**src/c2e_pkg.sv**
```systemverilog
package c2e_pkg;

  localparam int unsigned YearW   = 12;
  localparam int unsigned MonthW  = 4;
  localparam int unsigned DayW    = 5;
  localparam int unsigned HourW   = 5;
  localparam int unsigned MinuteW = 6;
  localparam int unsigned SecondW = 6;
  localparam int unsigned SecsW   = 32;

  localparam int unsigned InDataW  = 40;
  localparam int unsigned OutDataW = 32;

  // register stages from input to output register
  localparam int unsigned NumStages = 5;

  localparam int unsigned DaysW = 20;
  localparam int unsigned TodW  = 17;
  localparam int unsigned CumW  = 9;

  localparam logic [YearW-1:0]  EpochYear     = 12'd2000;
  localparam logic [16:0]       SecsPerDay    = 17'd86400;
  localparam logic [TodW-1:0]   SecsPerHour   = 17'd3600;
  localparam logic [11:0]       SecsPerMinute = 12'd60;
  localparam logic [MonthW-1:0] MonthFeb      = 4'd2;

  typedef struct packed {
    logic [SecondW-1:0] second_value;
    logic [MinuteW-1:0] minute_value;
    logic [HourW-1:0]   hour_value;
    logic [DayW-1:0]    day_value;
    logic [MonthW-1:0]  month_value;
    logic [YearW-1:0]   year_value;
  } in_item_t;

  typedef logic [NumStages-1:0] stage_en_t;

  // days in the whole months before month m of a common year;
  // months past twelve count 31 days each
  function automatic logic [CumW-1:0] month_cum_days(input logic [MonthW-1:0] m);
    logic [CumW-1:0] r;
    unique case (m)
      4'd0:    r = 9'd0;
      4'd1:    r = 9'd0;
      4'd2:    r = 9'd31;
      4'd3:    r = 9'd59;
      4'd4:    r = 9'd90;
      4'd5:    r = 9'd120;
      4'd6:    r = 9'd151;
      4'd7:    r = 9'd181;
      4'd8:    r = 9'd212;
      4'd9:    r = 9'd243;
      4'd10:   r = 9'd273;
      4'd11:   r = 9'd304;
      4'd12:   r = 9'd334;
      4'd13:   r = 9'd365;
      4'd14:   r = 9'd396;
      default: r = 9'd427;
    endcase
    return r;
  endfunction

endpackage

```
**src/c2e_days.sv**
```systemverilog
module c2e_days
  import c2e_pkg::*;
(
  input  logic             clk,
  input  stage_en_t        en,
  input  in_item_t         item,
  output logic [DaysW-1:0] days
);

  // stage 1
  logic [YearW-1:0] yc;
  logic [YearW-1:0] yc_up;
  logic [YearW-1:0] s1_y;
  logic [14:0]      s1_q100_raw;
  logic [14:0]      s1_c100_raw;
  logic [CumW-1:0]  s1_cum;
  logic             s1_late;
  logic [DayW-1:0]  s1_dayoff;

  always_comb begin
    yc    = (item.year_value < EpochYear) ? '0 : item.year_value - EpochYear;
    yc_up = yc + 12'd99;
  end

  // x/100 as (x>>2)*41>>10, exact for x below 3200
  always_ff @(posedge clk) begin
    if (en[0]) begin
      s1_y        <= yc;
      s1_q100_raw <= 15'(yc[YearW-1:2]) * 15'd41;
      s1_c100_raw <= 15'(yc_up[YearW-1:2]) * 15'd41;
      s1_cum      <= month_cum_days(item.month_value);
      s1_late     <= item.month_value > MonthFeb;
      s1_dayoff   <= (item.day_value == '0) ? '0 : item.day_value - 5'd1;
    end
  end

  // stage 2
  logic [YearW-1:0] s2_y;
  logic [DaysW-1:0] s2_y365;
  logic [9:0]       s2_c4;
  logic [4:0]       s2_q100;
  logic [4:0]       s2_c100;
  logic [CumW-1:0]  s2_cum;
  logic             s2_late;
  logic [DayW-1:0]  s2_dayoff;
  logic [YearW-1:0] y_p3;

  assign y_p3 = s1_y + 12'd3;

  always_ff @(posedge clk) begin
    if (en[1]) begin
      s2_y      <= s1_y;
      s2_y365   <= 20'(s1_y) * 20'd365;
      s2_c4     <= y_p3[YearW-1:2];
      s2_q100   <= s1_q100_raw[14:10];
      s2_c100   <= s1_c100_raw[14:10];
      s2_cum    <= s1_cum;
      s2_late   <= s1_late;
      s2_dayoff <= s1_dayoff;
    end
  end

  // stage 3: leap years before this one, leap flag of this one, total days
  logic             is_cent;
  logic             leap;
  logic [9:0]       leaps;
  logic [4:0]       c100_up;
  logic [DaysW-1:0] days_next;

  always_comb begin
    is_cent   = (12'(s2_q100) * 12'd100) == s2_y;
    leap      = (s2_y[1:0] == 2'b00) && (!is_cent || (s2_q100[1:0] == 2'b00));
    c100_up   = s2_c100 + 5'd3;
    leaps     = s2_c4 - 10'(s2_c100) + 10'(c100_up[4:2]);
    days_next = s2_y365 + 20'(leaps) + 20'(s2_cum) + 20'(leap && s2_late)
              + 20'(s2_dayoff);
  end

  always_ff @(posedge clk) begin
    if (en[2]) begin
      days <= days_next;
    end
  end

endmodule

```
**src/c2e_tod.sv**
```systemverilog
module c2e_tod
  import c2e_pkg::*;
(
  input  logic            clk,
  input  stage_en_t       en,
  input  in_item_t        item,
  output logic [TodW-1:0] tod
);

  logic [TodW-1:0]    s1_h;
  logic [11:0]        s1_m;
  logic [SecondW-1:0] s1_s;
  logic [TodW-1:0]    s2_tod;

  always_ff @(posedge clk) begin
    if (en[0]) begin
      s1_h <= 17'(item.hour_value) * SecsPerHour;
      s1_m <= 12'(item.minute_value) * SecsPerMinute;
      s1_s <= item.second_value;
    end
  end

  always_ff @(posedge clk) begin
    if (en[1]) begin
      s2_tod <= s1_h + 17'(s1_m) + 17'(s1_s);
    end
  end

  // hold alongside the day count
  always_ff @(posedge clk) begin
    if (en[2]) begin
      tod <= s2_tod;
    end
  end

endmodule

```
**src/c2e_secs.sv**
```systemverilog
module c2e_secs
  import c2e_pkg::*;
(
  input  logic             clk,
  input  stage_en_t        en,
  input  logic [DaysW-1:0] days,
  input  logic [TodW-1:0]  tod,
  output logic [SecsW-1:0] secs
);

  logic [36:0]      prod;
  logic [SecsW-1:0] s4_day_secs;
  logic [TodW-1:0]  s4_tod;

  assign prod = 37'(days) * 37'(SecsPerDay);

  always_ff @(posedge clk) begin
    if (en[3]) begin
      s4_day_secs <= prod[SecsW-1:0];
      s4_tod      <= tod;
    end
  end

  // sum wraps modulo 2^32
  always_ff @(posedge clk) begin
    if (en[4]) begin
      secs <= s4_day_secs + 32'(s4_tod);
    end
  end

endmodule

```
**src/calendar_to_epoch_seconds_unit.sv**
```systemverilog
// Converts a calendar date and time to seconds since 2000-01-01 00:00:00 under
// Gregorian leap rules; years before 2000 count as 2000, day 0 counts as day 1,
// months past twelve add 31 days each, and the result wraps modulo 2^32. The
// unit is a five-stage pipeline that takes one item per clock; a stall on the
// output holds every stage that carries an item, while empty stages keep
// advancing.
module calendar_to_epoch_seconds_unit
  import c2e_pkg::*;
(
  input  logic                clk,
  input  logic                rst,
  input  logic                s_axis_tvalid,
  output logic                s_axis_tready,
  // year_value[11:0], month_value[15:12], day_value[20:16], hour_value[25:21],
  // minute_value[31:26], second_value[37:32], zero pad[39:38]
  input  logic [InDataW-1:0]  s_axis_tdata,
  output logic                m_axis_tvalid,
  input  logic                m_axis_tready,
  // seconds_since_2000[31:0]
  output logic [OutDataW-1:0] m_axis_tdata
);

  in_item_t         item;
  stage_en_t        en;
  stage_en_t        valid;
  logic [DaysW-1:0] days;
  logic [TodW-1:0]  tod;

  assign item = in_item_t'(s_axis_tdata[$bits(in_item_t)-1:0]);

  // a stage advances when it is empty or the next one advances
  always_comb begin
    en[NumStages-1] = !valid[NumStages-1] || m_axis_tready;
    for (int i = NumStages - 2; i >= 0; i--) begin
      en[i] = !valid[i] || en[i+1];
    end
  end

  always_ff @(posedge clk) begin
    if (rst) begin
      valid <= '0;
    end else begin
      if (en[0]) begin
        valid[0] <= s_axis_tvalid;
      end
      for (int i = 1; i < NumStages; i++) begin
        if (en[i]) begin
          valid[i] <= valid[i-1];
        end
      end
    end
  end

  c2e_days u_days (
    .clk  (clk),
    .en   (en),
    .item (item),
    .days (days)
  );

  c2e_tod u_tod (
    .clk  (clk),
    .en   (en),
    .item (item),
    .tod  (tod)
  );

  c2e_secs u_secs (
    .clk  (clk),
    .en   (en),
    .days (days),
    .tod  (tod),
    .secs (m_axis_tdata)
  );

  assign s_axis_tready = en[0];
  assign m_axis_tvalid = valid[NumStages-1];

endmodule

```
**config.mk**
```make
export PLATFORM = sky130hd
export DESIGN_NAME = calendar_to_epoch_seconds_unit
export DESIGN_NICKNAME = d
export VERILOG_FILES = /design/src/c2e_pkg.sv /design/src/c2e_days.sv /design/src/c2e_tod.sv /design/src/c2e_secs.sv /design/src/calendar_to_epoch_seconds_unit.sv
export SDC_FILE = /design/constraint.sdc
export NUM_CORES = 1
export LEC_CHECK = 0
export BUFFER_PORTS_ARGS = -buffer_cell sky130_fd_sc_hd__buf_2
export CAP_MARGIN = 25
export CELL_PAD_IN_SITES_DETAIL_PLACEMENT = 1
export CELL_PAD_IN_SITES_GLOBAL_PLACEMENT = 2
export CORE_UTILIZATION = 38
export DETAILED_ROUTE_END_ITERATION = 8
export PLACE_DENSITY_LB_ADDON = 0.1
export RECOVER_POWER = 50
export SETUP_SLACK_MARGIN = 0.02
export SYNTH_ARGS = -nofsm -noshare
export SYNTH_HDL_FRONTEND = slang
export SYNTH_HIERARCHICAL = 1
export SYNTH_SLANG_ARGS = --single-unit
```
**constraint.sdc**
```tcl
create_clock -name clk -period 5 [get_ports clk]
set_input_delay 0.5 -clock clk [delete_from_list [all_inputs] [get_ports clk]]
set_output_delay 0.5 -clock clk [all_outputs]
set_load 0.05 [all_outputs]
```
# Word level (Yosys, flattened, before mapping)
# Memory sizes are Yosys's and may differ from the RTL's. A register that Yosys moved wholly into a read port is not among the register bits.
# Index checks and enable logic that the tools add are counted.
# totals
rom_bits,144
regBits,277
wordCells,70
memories,1
ram_bits,0
out_inout_bits,34
inputBits,44
latchBits,0
# classes
n_reduce_logical,17
n_bitwise,0
shift,0
n_eq_ne,1
mul,7
div_mod_pow,0
muxes,1
order_cmp,2
n_addsub,14
# mem_list
memory,words,word_bits,read_ports,rd_ports_with_merged_regs,wr,line,text
(name not given),16,9,1,1,0,c2e_pkg.sv:42,unique case (m)
# ops
operator,n
32-bit by 17-bit adder with 32-bit output,1
10-bit by 6-bit multiplier with 15-bit output (second input constant),2
20-bit by 10-bit multiplier with 25-bit output (second input constant),1
20-bit by 1-bit adder with 20-bit output,1
20-bit by 10-bit adder with 20-bit output,1
20-bit by 5-bit adder with 20-bit output,1
20-bit by 9-bit adder with 20-bit output,1
12-bit by 9-bit multiplier with 20-bit output (second input constant),1
17-bit by 12-bit adder with 17-bit output,1
17-bit by 6-bit adder with 17-bit output,1
5-bit by 8-bit multiplier with 13-bit output (second input constant),1
12-bit by 2-bit adder with 12-bit output (second input constant),1
12-bit by 7-bit adder with 12-bit output (second input constant),1
12-bit == test,1
12-bit by 11-bit less-than comparator with 1-bit output (second input constant),1
12-bit two-way mux,1
12-bit by 11-bit subtractor with 12-bit output (second input constant),1
10-bit by 3-bit adder with 10-bit output,1
5-bit by 5-bit multiplier with 10-bit output (second input constant),1
6-bit by 4-bit multiplier with 10-bit output (second input constant),1
10-bit by 5-bit subtractor with 10-bit output,1
1-bit logical NOT,6
1-bit logical OR,6
5-bit by 2-bit adder with 5-bit output (second input constant),1
other kinds (5),7

# Logic depth before layout (Yosys ltp)
# logic_depth
word_depth,8
depth_mapped,23
mapped_depth_nobuf,23

# Hierarchy
# Netlist, hierarchy kept.
# modules_own_cells
mod,cells_per_inst,area_per_inst_um2,seq_area_each_um2,n_inst
c2e_days,855,9867.0,3663.5,1
c2e_secs,506,5866.9,2222.1,1
c2e_tod,275,3646.0,1861.8,1
calendar_to_epoch_seconds_unit,22,211.5,100.1,1

# Worst setup path before layout
# No wires, ideal clock.
# synth_path
kind,register -> register
startpoint,register u_days.s2_c100[2]
endpoint,register u_days.days[16] (data pin)
stages_incl_launch_ff,20
t_arrival_ps,4971
synth_period_minus_slack_ps,5236
required_time_ps,4734
setup_time_ps,266
slack_ps,-236
n_path_buf,0
path_cell_list,edfxtp_1 -> o21ai_0 -> or2_2 -> xnor2_1 -> fa_1 -> inv_1 -> ha_1 -> a21oi_1 -> o21ai_0 -> a2111oi_0 -> nor2_1 -> xnor2_1 -> fa_1 -> ha_1 -> ha_1 -> or3_1 -> o31ai_1 -> o21a_1 -> nor3_1 -> xor2_1
# synth_via
elab_chain_len,6
word_cells_on_any_way,7
cone_classes,add/sub (7)
# synth_rtl
item,line,text
"start, declared",c2e_days.sv:42,logic [4:0] s2_c100;
"start signal, assigned",c2e_days.sv:56,s2_c100 <= s1_c100_raw[14:10];
10-bit by 5-bit subtractor with 10-bit output / 5-bit by 2-bit adder with 5-bit output (equally long branches),"c2e_days.sv:74, c2e_days.sv:73",
10-bit by 3-bit adder with 10-bit output *,c2e_days.sv:74,leaps = s2_c4 - 10'(s2_c100) + 10'(c100_up[4:2]);
20-bit by 10-bit adder with 20-bit output *,c2e_days.sv:75,days_next = s2_y365 + 20'(leaps) + 20'(s2_cum) + 20'(leap && s2_late)
20-bit by 9-bit adder with 20-bit output *,c2e_days.sv:75,
20-bit by 1-bit adder with 20-bit output *,c2e_days.sv:75,
20-bit by 5-bit adder with 20-bit output *,c2e_days.sv:76,+ 20'(s2_dayoff);
named net u_days.days_next[16],c2e_days.sv:68,logic [DaysW-1:0] days_next;
"end signal, assigned",c2e_days.sv:81,days <= days_next;
"end, declared",c2e_days.sv:7,output logic [DaysW-1:0] days
# The timed path passes the listed nets; every way through them passes the cells marked *.
# A chain may end at the register's enable or synchronous reset.

# Worst setup path after layout
# layout_path
startpoint,register u_days.s2_c100[1]
endpoint,register u_days.days[16] (data pin)
# Same word-level chain as after synthesis.

==> reports/qor.yml <==
rsz0062_at_grt: "true"
syn_nets: 2118
synthArstFlopShare_pct: 0
antenna_found_initial: 1
min_path_cells: 1
route.met3.wl_um: 952
fin_skew_ns: 0.0153
worst_path_dominant_cell_family: "adder cells"
outcome: "finished, violations left"
route.met2.wl_mm: 19.9
hp-start: "s_axis_tdata[34]"
fmax_mhz: 201
worst_r2r_startpoint: "u_days/s2_c100[1]"
first_global_vias: 13100
dr.max_layer_used: "met4"
dpl.hpwl_mm: 32.5
drt_iter0_drc: 304
clock_sinks: 263
path_buf_inv: 3
setup_violations: 0
cpMostUsedCell: "ha_4"
fin_crit_sh_pct: 99.5
viasPerCell: 4.82
rows: 82
grt_remaining_overflow: 0
die_w_um: 229
core_um2: 50500
clk_latency_ns: 0.57
relSlewSlack_pct: -61.2
place.gp.congestion: 0.774
slowest_stage: "fa_1"
grt_max_degree: 47
drive_gt1_share_pct: 12.0
path_max_fanout: 4
seq_area_frac_synth_pct: 40.1
arrival_ns: 5.28
synth_cell_types: 83
place_ws_ns: -0.293
numPortBuffers: 75
layout_min_cycle_time_ns: 4.98
rr_endpoint: "u_days/days[16]"
dpl-instance-area_um2: 21100
cts_made_buffers: 30
multi_input_comb_area_um2: 10800
fillCellCount: 5505
cts_tree: "yes"
synth_seq_cells: 263
met1_length_mm: 18.0
synth_edf_count: 258
hp-class: "input port to flip-flop"
firstDrtPassIters: 4
failed_checks: "capacitance limit, slew limit"
wl_per_cell_um: 15.9
diodes: 0
cts_root_buf: "clkbuf_16"
final_nets: 2268
place_inst: 2439
wl_mm: 39.7
die_height_um: 229
cap_violations: 4
start_util_pct: 38.8
ys.warnings.count: 6
final_cell_count_no_fill: 2502
synth_top_flop_cell: "edfxtp_1"
hold_end: "u_tod/s1_s[2]"
reg2reg_setup_slack_ns: 0.02
vias: 12100
endpoint_kind: "flip-flop"
ctsHtreeMaxLevel: 1
areaGrowthSynthToFinish_pct: 13.4
cp.required_ns: 5.31
tightestPinTransition_ns: 2.42
synth_area_um2: 19600
hold_violations: 0
ctsLongestPathBuffers: 3
tns_ns: 0
ctsHoldBuffers: 0
reg2regPathDepth: 20
drv_slew: 156
cp_cell_sequence: "buf_4 > buf_4 > fa_1 > inv_2 > ha_4 > a21o_1 > a21oi_4 > o21ai_4 > a2111oi_4 > nor2_1 > xnor2_1 > fa_1 > ha_4 > ha_4 > or3_4 > o21a_1 > o31ai_4 > o21a_4 > nor3_2 > xor2_1"
crit_type: "flip-flop to flip-flop"
grt_pass1_wl_mm: 66.7
die_area_um2: 52500
path_clk_slew_ns: 0.06
slowest_delay_ns: 0.54
cp-start-kind: "flip-flop"
fin_area_um2: 22200
regArea_um2: 7850
worst_slack_ns: 0.0244
drcViolationCount: 0
synthCells: 1658
drtAntennaViolNets: 0
grt_usage_pct: 15.6
syn_avg_cell_area_um2: 11.8
ios: 78
## worst max-delay path by stage
| stage | start | cells past startpoint | end | slack [ns] |
|---|---|---|---|---|
| floorplan | u_days/s2_c100[2] | 20 | u_days/days[16] | 0.03 |
| global route | u_days/s2_c100[1] | 21 | u_days/days[16] | -0.21 |
| CTS | u_days/s2_c100[0] | 20 | u_days/days[16] | -0.05 |
| finish | u_days/s2_c100[1] | 20 | u_days/days[16] | 0.02 |
| global placement | u_days/s2_c100[1] | 20 | u_days/days[18] | -0.25 |
| detailed placement | u_days/s2_c100[1] | 20 | u_days/days[16] | -0.29 |
## layout make-up
type                            count  area share [%]
Timing Repair Buffer              128            3.26
Sequential cell                   263            35.3
Clock buffer                       38            3.52
Tap cell                          672            3.79
Clock inverter                     16           0.496
Multi-Input combinational cell   1094            48.7
Inverter                          291            4.92
## what timing repair did
action	CTS	global route
buffers inserted	3	6
endpoints found under the setup margin	12	16
resized for setup	18	29
pin swaps	18	22
## logic make-up after synthesis
group | Yosys count | share of synthesized area, %
fa+ha+maj | 416 | 31.1
buf+inv | 301 | 5.84
simple gates | 273 | 6.96
flops | 263 | 40.1
compound gates | 240 | 8.44
xor+xnor | 151 | 6.75
mux | 14 | 0.856
## cell usage after synthesis, types with 3 or more instances
cell / n / area (um2)
o21ai_1: 7 / 35.0
o211ai_2: 3 / 37.5
nor3b_1: 5 / 37.5
nand3b_1: 4 / 30.0
o211ai_1: 6 / 45.0
nor2_1: 66 / 248
nor3_1: 18 / 90.1
xnor2_1: 111 / 972
mux2i_1: 10 / 100
ha_1: 298 / 3730
o2111ai_1: 3 / 26.3
a211oi_2: 5 / 62.6
o21ai_0: 31 / 155
or3_1: 6 / 37.5
and2_1: 9 / 56.3
a21o_1: 25 / 188
o31ai_1: 3 / 22.5
or2_2: 5 / 31.3
nand3_1: 33 / 165
inv_1: 290 / 1090
a31oi_1: 12 / 75.1
nand2b_1: 12 / 75.1
a211oi_1: 6 / 45.0
o21bai_1: 5 / 37.5
xor2_1: 40 / 350
nor2b_1: 9 / 56.3
a21oi_1: 72 / 360
dfxtp_1: 5 / 100
edfxtp_1: 258 / 7750
and3_1: 10 / 62.6
fa_1: 118 / 2360
nor4_1: 5 / 31.3
nand2_1: 70 / 263
clkbuf_1: 4 / 15.0
nand4_1: 4 / 25.0
a21oi_2: 5 / 43.8
a21boi_0: 5 / 37.5
o21a_1: 22 / 165
## placed cells by master, fill, tap and decap left out, types with 7 or more instances in the layout
cell type,instances
nor3_1,16
xor2_1,40
buf_4,44
a21o_1,25
clkbuf_16,30
o21ai_0,26
nor2b_1,8
ha_1,290
a31oi_1,12
a21oi_2,10
and3_1,9
a21oi_1,66
xnor2_1,108
nand3_1,33
edfxtp_1,258
o21a_1,21
mux2i_1,10
fa_1,116
and2_1,7
o21ai_1,9
nand2_1,70
nand2b_1,12
buf_2,62
nor2_1,65
clkbuf_1,30
inv_1,289
## per-layer routing
layer  vias to the layer above  GRT usage, %
li1                       6042             -
met1                      5869          19.8
met2                        98          28.3
met3                        50          1.59
met4                         0          4.02
met5                         -             0
## sequential cells by signal, indices dropped and copies added, names as in the netlist
signal / cells
u_days/s2_late: 1
u_tod/s2_tod: 17
u_days/s2_y: 12
u_secs/secs: 32
u_days/s2_y365: 18
u_secs/s4_tod: 17
u_days/s2_cum: 9
u_days/s1_dayoff: 5
u_days/days: 20
u_days/s2_c100: 5
u_days/s2_dayoff: 5
u_tod/tod: 17
valid: 5
u_days/s1_cum: 9
u_days/s1_q100_raw: 5
u_days/s1_c100_raw: 5
u_days/s1_y: 12
u_tod/s1_s: 6
u_days/s2_c4: 10
u_secs/s4_day_secs: 25
u_days/s2_q100: 5
u_tod/s1_m: 10
u_tod/s1_h: 12
u_days/s1_late: 1
## through the flow
| stage | utilization [%] | hold slack, ns |
|---|---|---|
| finish | 44.0 | 0.0990 |
| global route | 44.0 | 0.0754 |
| CTS | 43.8 | 0.0629 |
| detailed placement | 41.9 | 0.406 |
| global placement | 41.9 | 0.401 |
| floorplan | - | 0.400 |
Power is left out: the tool's default activity adds up to more than one toggle a clock period on the data nets, which glitch-free logic cannot reach.
